$ cat src/sv/bcd_pkg.sv
`timescale 1ns / 1ps
// ----------------------------------------------------------------------------
// bcd_pkg
// Shared types, constants and helpers of the basecall byte decoder.
// ----------------------------------------------------------------------------
package bcd_pkg;

   localparam int BYTE_W    = 8;
   localparam int LETTER_W  = 7;
   localparam int QUAL_W    = 8;
   localparam int CSR_IDX_W = 3;
   localparam int CSR_DAT_W = 8;
   localparam int NUM_BINS  = 4;
   localparam int NUM_LANES = 2;

   localparam logic [LETTER_W-1:0] LETTER_A = 7'h41;
   localparam logic [LETTER_W-1:0] LETTER_C = 7'h43;
   localparam logic [LETTER_W-1:0] LETTER_G = 7'h47;
   localparam logic [LETTER_W-1:0] LETTER_T = 7'h54;
   localparam logic [LETTER_W-1:0] LETTER_N = 7'h4E;

   typedef enum logic [CSR_IDX_W-1:0] {
      REG_PACKED_MODE   = 3'd0,
      REG_FILTER_BYPASS = 3'd1,
      REG_BIN0_QUALITY  = 3'd2,
      REG_BIN1_QUALITY  = 3'd3,
      REG_BIN2_QUALITY  = 3'd4,
      REG_BIN3_QUALITY  = 3'd5
   } csr_idx_type;

   typedef struct packed {
      logic                packed_mode;
      logic                filter_bypass;
      logic [QUAL_W-1:0]   bin0_quality;
      logic [QUAL_W-1:0]   bin1_quality;
      logic [QUAL_W-1:0]   bin2_quality;
      logic [QUAL_W-1:0]   bin3_quality;
   } cfg_type;

   // One decoded cluster as a lane hands it to the merge stage.
   typedef struct packed {
      logic                keep;
      logic [LETTER_W-1:0] base_letter;
      logic [QUAL_W-1:0]   quality;
   } lane_res_type;

   // One result waiting in the merge stage.
   typedef struct packed {
      logic [LETTER_W-1:0] base_letter;
      logic [QUAL_W-1:0]   quality;
      logic                last_of_item;
   } slot_type;

   function automatic logic [LETTER_W-1:0] base_of_code(input logic [1:0] code);
      logic [LETTER_W-1:0] letter;
      case (code)
         2'd0:    letter = LETTER_A;
         2'd1:    letter = LETTER_C;
         2'd2:    letter = LETTER_G;
         2'd3:    letter = LETTER_T;
         default: letter = LETTER_N;
      endcase
      return letter;
   endfunction

endpackage

$ cat src/sv/bcd_if.sv
`timescale 1ns / 1ps
// ----------------------------------------------------------------------------
// bcd channel interfaces
// Valid/ready channels for basecall bytes, decoded results and register writes.
// ----------------------------------------------------------------------------
interface bcd_req_if;
   import bcd_pkg::*;
   logic              valid;
   logic              ready;
   logic [BYTE_W-1:0] call_byte;
   logic              pass_first;
   logic              pass_second;

   modport source (output valid, call_byte, pass_first, pass_second, input ready);
   modport sink   (input valid, call_byte, pass_first, pass_second, output ready);
endinterface

interface bcd_rsp_if;
   import bcd_pkg::*;
   logic                valid;
   logic                ready;
   logic [LETTER_W-1:0] base_letter;
   logic [QUAL_W-1:0]   quality;
   logic                last_of_item;

   modport source (output valid, base_letter, quality, last_of_item, input ready);
   modport sink   (input valid, base_letter, quality, last_of_item, output ready);
endinterface

interface bcd_csr_if;
   import bcd_pkg::*;
   logic                 valid;
   logic                 ready;
   logic [CSR_IDX_W-1:0] index;
   logic [CSR_DAT_W-1:0] data;

   modport source (output valid, index, data, input ready);
   modport sink   (input valid, index, data, output ready);
endinterface

$ cat src/sv/basecall_byte_decoder.sv
`timescale 1ns / 1ps
// ----------------------------------------------------------------------------
// basecall_byte_decoder
// Turns basecall bytes into base letter and quality results.
// ----------------------------------------------------------------------------
// Usage:
//   req_bus carries one basecall byte and two pass-filter bits per item.
//   rsp_bus carries one base letter / quality pair per result, last_of_item
//   marking the final result of an input item; a packed item whose clusters
//   are both filtered out gives no result at all.
//   csr_bus writes the six configuration registers; it is always ready and
//   should only be used while the decoder is idle.
//   Two decode lanes work on the two nibbles of a byte in parallel and a
//   merge stage holds their results in two slots ahead of the output register.
//   The first result of an item is registered in a slot and then in the output
//   register before it is valid on rsp_bus.
//   Throughput is set by the single output register: one result per cycle
//   while the receiver does not stall, so one item per cycle in legacy mode;
//   a packed byte with two results admits the next item as its second moves out.
//   Reset clears the registers to legacy mode with filter bypass on and
//   empties the slots and the output register.
//   When the receiver stalls, the output holds its result and a new item is
//   accepted only once the slots have room for it.
// ----------------------------------------------------------------------------
module basecall_byte_decoder (
   input  logic       clock,
   input  logic       reset,
   bcd_req_if.sink    req_bus,
   bcd_rsp_if.source  rsp_bus,
   bcd_csr_if.sink    csr_bus
);
   import bcd_pkg::*;

   cfg_type      cfg;
   lane_res_type lanes [NUM_LANES];

   bcd_csr u_csr (
      .clock   (clock),
      .reset   (reset),
      .csr_bus (csr_bus),
      .cfg     (cfg)
   );

   // The low-nibble lane also decodes the whole byte in legacy mode.
   bcd_lane u_lane_lo (
      .lane_en     (1'b1),
      .pass_bit    (req_bus.pass_first),
      .nibble      (req_bus.call_byte[3:0]),
      .legacy_qual (req_bus.call_byte[7:2]),
      .cfg         (cfg),
      .res         (lanes[0])
   );

   bcd_lane u_lane_hi (
      .lane_en     (cfg.packed_mode),
      .pass_bit    (req_bus.pass_second),
      .nibble      (req_bus.call_byte[7:4]),
      .legacy_qual (req_bus.call_byte[7:2]),
      .cfg         (cfg),
      .res         (lanes[1])
   );

   bcd_merge u_merge (
      .clock     (clock),
      .reset     (reset),
      .req_valid (req_bus.valid),
      .req_ready (req_bus.ready),
      .lanes     (lanes),
      .rsp_bus   (rsp_bus)
   );

endmodule

$ cat src/sv/bcd_csr.sv
`timescale 1ns / 1ps
// ----------------------------------------------------------------------------
// bcd_csr
// Configuration registers; writes to unknown indexes are dropped.
// ----------------------------------------------------------------------------
module bcd_csr (
   input  logic             clock,
   input  logic             reset,
   bcd_csr_if.sink          csr_bus,
   output bcd_pkg::cfg_type cfg
);
   import bcd_pkg::*;

   cfg_type cfg_ff;
   cfg_type cfg_in;
   logic    wr_en;

   assign csr_bus.ready = 1'b1;
   assign wr_en         = csr_bus.valid;

   always_comb begin
      cfg_in = cfg_ff;
      if (wr_en) begin
         case (csr_idx_type'(csr_bus.index))
            REG_PACKED_MODE:   cfg_in.packed_mode   = csr_bus.data[0];
            REG_FILTER_BYPASS: cfg_in.filter_bypass = csr_bus.data[0];
            REG_BIN0_QUALITY:  cfg_in.bin0_quality  = csr_bus.data;
            REG_BIN1_QUALITY:  cfg_in.bin1_quality  = csr_bus.data;
            REG_BIN2_QUALITY:  cfg_in.bin2_quality  = csr_bus.data;
            REG_BIN3_QUALITY:  cfg_in.bin3_quality  = csr_bus.data;
            default: begin
            end
         endcase
      end
   end

   always_ff @(posedge clock) begin
      if (reset) begin
         cfg_ff <= '{packed_mode: 1'b0, filter_bypass: 1'b1, bin0_quality: '0,
                     bin1_quality: '0, bin2_quality: '0, bin3_quality: '0};
      end else begin
         cfg_ff <= cfg_in;
      end
   end

   assign cfg = cfg_ff;

endmodule

$ cat src/sv/bcd_lane.sv
`timescale 1ns / 1ps
// ----------------------------------------------------------------------------
// bcd_lane
// Decodes one cluster: base letter, quality and whether it is emitted.
// ----------------------------------------------------------------------------
module bcd_lane (
   input  logic                  lane_en,
   input  logic                  pass_bit,
   input  logic [3:0]            nibble,
   input  logic [5:0]            legacy_qual,
   input  bcd_pkg::cfg_type      cfg,
   output bcd_pkg::lane_res_type res
);
   import bcd_pkg::*;

   logic [QUAL_W-1:0] qual;
   logic [QUAL_W-1:0] bin_qual;

   always_comb begin
      case (nibble[3:2])
         2'd0:    bin_qual = cfg.bin0_quality;
         2'd1:    bin_qual = cfg.bin1_quality;
         2'd2:    bin_qual = cfg.bin2_quality;
         default: bin_qual = cfg.bin3_quality;
      endcase
   end

   assign qual = cfg.packed_mode ? bin_qual : {2'b00, legacy_qual};

   always_comb begin
      res.quality     = qual;
      res.base_letter = (qual == '0) ? LETTER_N : base_of_code(nibble[1:0]);
      // The pass-filter bits only count in packed mode.
      res.keep        = lane_en & (~cfg.packed_mode | cfg.filter_bypass | pass_bit);
   end

endmodule

$ cat src/sv/bcd_merge.sv
`timescale 1ns / 1ps
// ----------------------------------------------------------------------------
// bcd_merge
// Collects one item's lane results and sends them out one per cycle unless stalled.
// ----------------------------------------------------------------------------
module bcd_merge (
   input  logic                  clock,
   input  logic                  reset,
   input  logic                  req_valid,
   output logic                  req_ready,
   input  bcd_pkg::lane_res_type lanes [bcd_pkg::NUM_LANES],
   bcd_rsp_if.source             rsp_bus
);
   import bcd_pkg::*;

   slot_type slot0_ff, slot0_in, slot1_ff, slot1_in;
   logic     vld0_ff, vld0_in, vld1_ff, vld1_in;
   slot_type out_ff, out_in;
   logic     out_vld_ff, out_vld_in;
   logic     move;
   logic     accept;

   assign move      = ~out_vld_ff | rsp_bus.ready;
   // A new item may enter when the slots are empty or their last entry leaves now.
   assign req_ready = (~vld0_ff & ~vld1_ff) | (move & (vld0_ff ^ vld1_ff));
   assign accept    = req_valid & req_ready;

   always_comb begin
      slot0_in   = slot0_ff;
      slot1_in   = slot1_ff;
      vld0_in    = vld0_ff;
      vld1_in    = vld1_ff;
      out_in     = out_ff;
      out_vld_in = out_vld_ff;
      if (move) begin
         if (vld0_ff) begin
            out_in     = slot0_ff;
            out_vld_in = 1'b1;
            vld0_in    = 1'b0;
         end else if (vld1_ff) begin
            out_in     = slot1_ff;
            out_vld_in = 1'b1;
            vld1_in    = 1'b0;
         end else begin
            out_vld_in = 1'b0;
         end
      end
      if (accept) begin
         slot0_in = '{base_letter: lanes[0].base_letter, quality: lanes[0].quality,
                      last_of_item: ~lanes[1].keep};
         slot1_in = '{base_letter: lanes[1].base_letter, quality: lanes[1].quality,
                      last_of_item: 1'b1};
         vld0_in  = lanes[0].keep;
         vld1_in  = lanes[1].keep;
      end
   end

   always_ff @(posedge clock) begin
      if (reset) begin
         vld0_ff    <= 1'b0;
         vld1_ff    <= 1'b0;
         out_vld_ff <= 1'b0;
      end else begin
         vld0_ff    <= vld0_in;
         vld1_ff    <= vld1_in;
         out_vld_ff <= out_vld_in;
      end
   end

   always_ff @(posedge clock) begin
      slot0_ff <= slot0_in;
      slot1_ff <= slot1_in;
      out_ff   <= out_in;
   end

   assign rsp_bus.valid        = out_vld_ff;
   assign rsp_bus.base_letter  = out_ff.base_letter;
   assign rsp_bus.quality      = out_ff.quality;
   assign rsp_bus.last_of_item = out_ff.last_of_item;

endmodule

$ cat src/flat_wrapper.sv
// flat-port wrapper written by rule: the top's interface ports become plain ports
module basecall_byte_decoder_flat import bcd_pkg::*;
  (clock, reset, req_bus_valid, req_bus_call_byte, req_bus_pass_first, req_bus_pass_second, req_bus_ready, rsp_bus_valid, rsp_bus_base_letter, rsp_bus_quality, rsp_bus_last_of_item, rsp_bus_ready, csr_bus_valid, csr_bus_index, csr_bus_data, csr_bus_ready);
  bcd_req_if req_bus_i ();
  bcd_rsp_if rsp_bus_i ();
  bcd_csr_if csr_bus_i ();
  input  logic clock;
  input  logic reset;
  input wire logic [$bits(req_bus_i.valid)-1:0] req_bus_valid;
  input wire logic [$bits(req_bus_i.call_byte)-1:0] req_bus_call_byte;
  input wire logic [$bits(req_bus_i.pass_first)-1:0] req_bus_pass_first;
  input wire logic [$bits(req_bus_i.pass_second)-1:0] req_bus_pass_second;
  output wire logic [$bits(req_bus_i.ready)-1:0] req_bus_ready;
  output wire logic [$bits(rsp_bus_i.valid)-1:0] rsp_bus_valid;
  output wire logic [$bits(rsp_bus_i.base_letter)-1:0] rsp_bus_base_letter;
  output wire logic [$bits(rsp_bus_i.quality)-1:0] rsp_bus_quality;
  output wire logic [$bits(rsp_bus_i.last_of_item)-1:0] rsp_bus_last_of_item;
  input wire logic [$bits(rsp_bus_i.ready)-1:0] rsp_bus_ready;
  input wire logic [$bits(csr_bus_i.valid)-1:0] csr_bus_valid;
  input wire logic [$bits(csr_bus_i.index)-1:0] csr_bus_index;
  input wire logic [$bits(csr_bus_i.data)-1:0] csr_bus_data;
  output wire logic [$bits(csr_bus_i.ready)-1:0] csr_bus_ready;
  assign req_bus_i.valid = req_bus_valid;
  assign req_bus_i.call_byte = req_bus_call_byte;
  assign req_bus_i.pass_first = req_bus_pass_first;
  assign req_bus_i.pass_second = req_bus_pass_second;
  assign req_bus_ready = req_bus_i.ready;
  assign rsp_bus_valid = rsp_bus_i.valid;
  assign rsp_bus_base_letter = rsp_bus_i.base_letter;
  assign rsp_bus_quality = rsp_bus_i.quality;
  assign rsp_bus_last_of_item = rsp_bus_i.last_of_item;
  assign rsp_bus_i.ready = rsp_bus_ready;
  assign csr_bus_i.valid = csr_bus_valid;
  assign csr_bus_i.index = csr_bus_index;
  assign csr_bus_i.data = csr_bus_data;
  assign csr_bus_ready = csr_bus_i.ready;
  basecall_byte_decoder u_core (.clock(clock), .reset(reset), .req_bus(req_bus_i), .rsp_bus(rsp_bus_i), .csr_bus(csr_bus_i));
endmodule
$ cat config.mk
export PLATFORM = sky130hd
export DESIGN_NAME = basecall_byte_decoder_flat
export DESIGN_NICKNAME = d
export VERILOG_FILES = /design/src/sv/bcd_pkg.sv /design/src/sv/bcd_if.sv /design/src/sv/basecall_byte_decoder.sv /design/src/sv/bcd_csr.sv /design/src/sv/bcd_lane.sv /design/src/sv/bcd_merge.sv /design/src/flat_wrapper.sv
export SDC_FILE = /design/constraint.sdc
export NUM_CORES = 1
export LEC_CHECK = 0
export BUFFER_PORTS_ARGS = -buffer_cell sky130_fd_sc_hd__buf_2
export CAP_MARGIN = 20
export CORE_MARGIN = 4
export CORE_UTILIZATION = 30
export DETAILED_ROUTE_END_ITERATION = 10
export SLEW_MARGIN = 15
export SYNTH_ARGS = -nofsm -noshare
export SYNTH_HDL_FRONTEND = slang
export SYNTH_HIERARCHICAL = 1
export SYNTH_SLANG_ARGS = --single-unit
$ cat constraint.sdc
create_clock -name clock -period 3.25 [get_ports clock]
set_clock_uncertainty 0.15 [all_clocks]
set_input_delay 0.1625 -clock clock [delete_from_list [all_inputs] [get_ports clock]]
set_output_delay 0.1625 -clock clock [all_outputs]
set_load 0.01 [all_outputs]
==> results of run 1 <==
where the power goes:
group / internal (mW) / total (mW) / leakage (nW) / switching, mW
clock: 0.694 / 1.08 / 0.157 / 0.386
sequential: 1.18 / 1.20 / 0.747 / 0.0200
combinational: 0.102 / 0.205 / 1.05 / 0.103
worst max-delay path, cell delays in order (launching register included):
cell and delay, ns:
dfxtp_1 0.90, inv_1 0.23, o41ai_1 0.44, o311ai_1 0.26
and2_1 0.22
worst paths after layout:
path | start | end | slack, ns
max | u_core/u_csr/cfg[33] | u_core/u_merge/slot1_ff[13] | 0.80
min | csr_bus_data[2] | u_core/u_csr/cfg[2] | 0.03
max reg2reg | u_core/u_csr/cfg[33] | u_core/u_merge/slot1_ff[13] | 0.80
min reg2reg | u_core/u_csr/cfg[5] | u_core/u_csr/cfg[5] | 0.35
metal layers:
metal | vias up | share of wire
met1 | 1154 | 0.46
met2 | 52 | 0.47
met4 | 0 | 0.014
met5 | - | 0
li1 | 1203 | -
met3 | 8 | 0.049
cells in the final DEF, fill, tap and decap left out, types with 2 or more instances in the layout:
master / netlist / layout
clkbuf_16: 0 / 9
and2_1: 6 / 6
o41ai_1: 2 / 2
or4_1: 2 / 2
nand2_1: 6 / 6
clkbuf_1: 6 / 2
mux4_2: 16 / 16
o311ai_1: 2 / 2
bufinv_16: 0 / 2
nor3b_1: 2 / 2
o31a_1: 2 / 2
mux2_2: 18 / 18
buf_4: 7 / 2
or3b_2: 2 / 2
o41ai_2: 2 / 2
edfxtp_1: 47 / 47
nand2b_1: 43 / 43
dlygate4sd3_1: 0 / 2
mux2_4: 9 / 9
nor2_1: 5 / 5
nor2b_1: 2 / 2
conb_1: 6 / 6
buf_2: 0 / 43
a211oi_1: 2 / 2
inv_1: 9 / 9
dfxtp_1: 37 / 37
ha_1: 5 / 5
nor3_1: 4 / 4
o211a_1: 2 / 2
or3_1: 2 / 2
mux2i_1: 35 / 35
or2_2: 2 / 2
per-stage QoR:
stage | total power, mW | hold WS, ns
global route | 2.59 | 0.0377
global placement | 1.43 | 0.286
CTS | 2.51 | 0.0255
finish | 2.49 | 0.0257
floorplan | 1.37 | 0.0816
detailed placement | 1.43 | 0.300
synthesized netlist by cell type, drive strengths merged:
cell type	n
a21oi	1
and4b	1
buf	14
nand4b	2
mux2i	35
nor2b	2
a211oi	2
o21ai	1
and4bb	2
or2	2
nor3	4
mux2	27
o211a	2
or3b	2
o41ai	4
edfxtp	47
a31o	1
a211o	1
and4	1
nor4b	1
and2b	1
nor3b	2
nand2b	44
or4	2
a21o	1
inv	10
or3	2
nand2	6
and2	6
clkbuf	6
ha	5
mux4	16
o311ai	2
nand4bb	2
o31a	2
dfxtp	37
conb	6
nor2	5
flip-flops by register name, summed over array words and instances, names as in the netlist:
| name | flops |
|---|---|
| u_core/u_csr/cfg | 34 |
| u_core/u_merge/vld0_ff | 1 |
| u_core/u_merge/slot0_ff | 16 |
| u_core/u_merge/rsp_bus.base_letter | 7 |
| u_core/u_merge/slot1_ff | 15 |
| u_core/u_merge/rsp_bus.quality | 8 |
| u_core/u_merge/rsp_bus.last_of_item | 1 |
| u_core/u_merge/vld1_ff | 1 |
| u_core/u_merge/rsp_bus.valid | 1 |
repair_timing:
item / 4_1_cts / 5_1_grt
endpoints found under the hold margin: 2 / 0
setup buffers: 0 / 0
hold buffers: 2 / 0
final cells by class:
cell class | count | area [um2]
fillers | 1331 | 8960
flip-flops and latches | 84 | 2150
multi-input cells | 193 | 1880
repair buffers | 47 | 250
clock buffers | 12 | 246
well taps | 180 | 225
clock inverters | 4 | 73.8
inverters | 10 | 37.5
cells by family (layout without fill, tap and decap cells):
| group | after synthesis | count (layout) | share of synthesized area |
|---|---|---|---|
| mux | 78 | 78 | 0.249 |
| other cells | 6 | 6 | 0.00535 |
| simple gates | 87 | 87 | 0.138 |
| flops | 84 | 84 | 0.511 |
| buf+inv | 30 | 73 | 0.0419 |
| compound gates | 17 | 17 | 0.0395 |
| fa+ha+maj | 5 | 5 | 0.0149 |
==> impl_results.md, run 1 <==
* Final period utilization at 0.754
* Critical Path RT at 3.18 ns
* Tmin final at 2.45 ns
* Initial Utilization at 0.304
* Busiest grt layer: met2
* P per Cell Area at 511 nW/um2
* Hold depth at 3
* Final worst setup slack at 0.801 ns
* Vias per cell at 4.56
* Clock tree buffer depth at 2
* Die H at 126 um
* # DRC at 0
* Total wire length at 7.90 mm
* Fin Setup TNS at 0 ns
* Die Span X at 126 um
* Outcome: finished clean
* DP Area at 4530 um2
* Layout cells sized above 1 at 0.329
* Critical setup path kind: register to register
* Max VDD drop at 287 uV
* IO Port Bufs at 43
* Detail Route Antenna Nets at 0
* Reg2Reg Depth at 4
* Num Clock Sinks at 84
* Final hold viol count at 0
* Placer Congestion at 0.777
* CTS Buf Count at 9
* Area leader, netlist: edfxtp_1
* CTS root buf: clkbuf_16
* H-tree depth at 3
* Vias in the first global route at 2494
* RSZ-0062 raised after global routing: no
* Slew margin rel. at 0.317
* Final instance area at 4870 um2
* Number of max-cap violations at 0
* Worst Path Max Fanout at 28
* Final core area utilization at 0.352
* Total Nets Final at 376
* Non-Filler Instances at 530
* Drt pass-1 iters at 4
* Routed WL per cell at 14.9 um
* Global Route Usage Sum at 0.105
* Share of the yosys chip area belonging to registers at 0.511
* Ant diodes at 0
* GRT Residual Overflow at 0
* DP Wirelength at 5.80 mm
* CTS tree: yes
* Setup slack at placement at 0.775 ns
* Pin count of the biggest net entering global routing at 48
* CORE AREA at 13800 um2
* CP endpoint kind: register
* Yosys reg bits at 84
* Drt first-iter violations at 118
* Initial antenna violation count at 0
* Clk slew on worst S/H paths at 0.06 ns
* Largest cells by area after synthesis: edfxtp_1 (34%), dfxtp_1 (18%), mux4_2 (8.6%)
* Area growth, synth to finish at 15.6%
* Endpoints failing setup at 0
* Static Leakage at 1.95 nW
* Die Area at 16000 um2
* Cell count after placement at 512
* Yosys top cell area share at 0.335
* IO Count at 45
* Met1 GRT Util at 0.139
* Startpoint Class: register
* Site row count at 43
* Fmax at 0.408 GHz
* Critical Path AT at 2.38 ns
* Worst Tran Pin Value at 1.02 ns
* GR Util met3 at 0.0291
* Post-synthesis cell type count at 47
* Gate Count Post-Synth at 307
* Hold WC Path Type: input pin to register
* YS warnings at 6
* Global Route met2 Usage at 0.167
* Cell area after synthesis at 4210 um2
* Post-CTS sizing at 0
* Vias at 2417
* First-pass GRT wire length at 13.4 mm
* Pins Over Slew Limit at 0
* Clk_lat worst skew at 0.33 ns
* Synthesized area per cell at 13.7 um2
* Syn_nets at 338
No activity file was read; power rests on OpenSTA's default activity.
==> run 2, diff against run 1 <==
clock period = 2.4 ns   (was 3.25 ns; I/O delays follow)
==> run 2 against run 1 <==
Maximum frequency increased by 17%. Power increased by 35%. Utilization rose by 0.82 points. Hold slack lost 0.020 ns. Critical path depth up 1. First-iteration DRC count grew 44%. Critical endpoint is now u_core/u_merge/slot0_ff[13].
==> impl_results.md, run 2 (same netlist as run 1, synthesis figures left out) <==
* Placer Congestion at 0.738 (was 0.777)
* DRT met1 WL at 3.67 mm (about the same)
* R2r endpoint: u_core/u_merge/slot0_ff[13] (was u_core/u_merge/slot1_ff[13])
* Setup slack at placement at 0.168 ns (was 0.775 ns)
* Pin count of the biggest net entering global routing at 48 (unchanged)
* Worst R2R Start: u_core/u_csr/cfg[5] (was u_core/u_csr/cfg[33])
* Met2 wire len at 3.66 mm (was 3.73 mm)
* Slew margin rel. at 0.516 (was 0.317)
* CTS Buf Count at 9 (unchanged)
* Startpoint Class: register (unchanged)
* # DRC at 0 (unchanged)
* Reg2Reg Depth at 5 (was 4)
* # Post-CTS Setup Buffers at 0 (unchanged)
* Initial antenna violation count at 0 (unchanged)
* RSZ-0062 raised after global routing: no (unchanged)
* Post-CTS sizing at 0 (unchanged)
* Static Leakage at 2.00 nW (was 1.95 nW)
* Detail Route Antenna Nets at 0 (unchanged)
* Post-CTS Hold Buffers at 8 (was 2)
* Fmax at 0.477 GHz (was 0.408 GHz)
* IO Count at 45 (unchanged)
* Non-Filler Instances at 543 (was 530)
* Num Clock Sinks at 84 (unchanged)
* Routed WL per cell at 14.4 um (was 14.9 um)
* CP endpoint kind: register (unchanged)
* Leading cell types in the layout, fill and taps excluded: edfxtp_1 (47), buf_2 (43), nand2b_1 (43) (unchanged)
* P per Cell Area at 672 nW/um2 (was 511 nW/um2)
* Clock tree buffer depth at 2 (unchanged)
* CTS tree: yes (unchanged)
* Die H at 126 um (unchanged)
* Total wire length at 7.83 mm (was 7.90 mm)
* Drt first-iter violations at 170 (was 118)
* DP Wirelength at 5.60 mm (was 5.80 mm)
* First-pass GRT wire length at 12.5 mm (was 13.4 mm)
* Worst Tran Pin Value at 0.722 ns (was 1.02 ns)
* DR top layer: met4 (unchanged)
* Cell count after placement at 519 (was 512)
* Hold WC Path Type: input pin to register (unchanged)
* Critical setup path kind: register to register (unchanged)
* Critical Path RT at 2.34 ns (was 3.18 ns)
* Number of max-cap violations at 0 (unchanged)
* Max VDD drop at 369 uV (was 287 uV)
* H-tree depth at 3 (unchanged)
* CORE AREA at 13800 um2 (unchanged)
* Vias in the first global route at 2410 (was 2494)
* Total Nets Final at 389 (was 376)
* Final period utilization at 0.873 (was 0.754)
* Die Span X at 126 um (unchanged)
* Drt pass-1 iters at 4 (unchanged)
* Commonest non-fill, non-tap cell in the layout: edfxtp_1 (unchanged)
* Met3 WL post-DR at 350 um (was 386 um)
* GRT Residual Overflow at 0 (unchanged)
* IO Port Bufs at 43 (unchanged)
* Worst Path Max Fanout at 5 (was 28)
* Tmin final at 2.10 ns (was 2.45 ns)
* Vias at 2478 (was 2417)
* Vias per cell at 4.56 (about the same)
* Max reg flops at 34 (unchanged)
* Global Route Usage Sum at 0.100 (was 0.105)
* Site row count at 43 (unchanged)
* Clk_lat worst skew at 0.33 ns (about the same)
* Critical Path End: u_core/u_merge/slot0_ff[13] (was u_core/u_merge/slot1_ff[13])
* Layout cells sized above 1 at 0.333 (was 0.329)
* Final worst setup slack at 0.305 ns (was 0.801 ns)
* Initial Utilization at 0.304 (unchanged)
* Critical Path AT at 2.03 ns (was 2.38 ns)
* Area growth, synth to finish at 18.3% (was 15.6%)
* Worst setup startpoint: u_core/u_csr/cfg[5] (was u_core/u_csr/cfg[33])
* Final core area utilization at 0.360 (was 0.352)
* Fin Setup TNS at 0 ns (unchanged)
* Die Area at 16000 um2 (unchanged)
* Final hold viol count at 0 (unchanged)
* Setup slack, reg-to-reg at 0.30 ns (was 0.80 ns)
* Pins Over Slew Limit at 0 (unchanged)
* Clk slew on worst S/H paths at 0.06 ns (about the same)
* Outcome: finished clean (unchanged)
* CTS root buf: clkbuf_16 (unchanged)
* Endpoints failing setup at 0 (unchanged)
* Ant diodes at 0 (unchanged)
-- run 2: cell count changes in the layout (fill, tap and decap cells not counted) --
| cell | change |
|---|---|
| dlygate4sd3_1 | +6 |
| buf_4 | +6 |
| clkinv_1 | +1 |
| clkinvlp_4 | +1 |
| clkinv_4 | -1 |
| clkbuf_8 | -1 |
| buf_12 | +1 |
-- run 2: how the worst min path moves through the flow --
stage | from | endpoint | slack, ns | depth (start not counted)
3_5_place_dp | csr_bus_data[0] | u_core/u_csr/cfg[32] | 0.27 | 3
6_report | csr_bus_data[7] | u_core/u_csr/cfg[7] | 0.006 | 3
2_1_floorplan | reset | u_core/u_merge/rsp_bus.valid | 0.04 | 1
3_3_place_gp | csr_bus_data[0] | u_core/u_csr/cfg[32] | 0.25 | 3
5_1_grt | csr_bus_index[2] | u_core/u_csr/cfg[33] | 0.02 | 3
4_1_cts | csr_bus_index[2] | u_core/u_csr/cfg[33] | 0.004 | 3
-- run 2: worst max-delay path, cell delays in order (launching register included) --
cell and delay, ns:
dfxtp_1 0.32, mux4_2 0.48, o41ai_1 0.35, buf_4 0.17
o311ai_1 0.17, and2_1 0.21
-- run 2: cell type report --
type	count	area [um2]
Clock inverter	5	76.3
Multi-Input combinational cell	193	1880
Inverter	10	37.5
Clock buffer	11	233
Sequential cell	84	2150
Tap cell	180	225
Fill cell	1328	8850
Timing Repair Buffer	60	375
-- run 2: per-layer routing --
metal / track usage / vias up
met5: 0 / -
met4: 0.0461 / 0
met3: 0.0303 / 9
met2: 0.154 / 45
met1: 0.129 / 1194
li1: - / 1230
-- run 2: per-stage QoR --
| step | instance area [um2] | hold WS (ns) | power [mW] |
|---|---|---|---|
| floorplan | 4210 | 0.0391 | 1.86 |
| global placement | 4590 | 0.250 | 1.94 |
| detailed placement | 4590 | 0.270 | 1.94 |
| CTS | 4980 | 0.00403 | 3.40 |
| global route | 4980 | 0.0180 | 3.49 |
| finish | 4980 | 0.00580 | 3.35 |
-- run 2: power breakdown --
group	internal, mW	switching (mW)	total, mW	leakage [nW]
Sequential	1.60	0.0248	1.62	0.747
Combinational	0.152	0.145	0.297	1.11
Clock	0.906	0.521	1.43	0.147
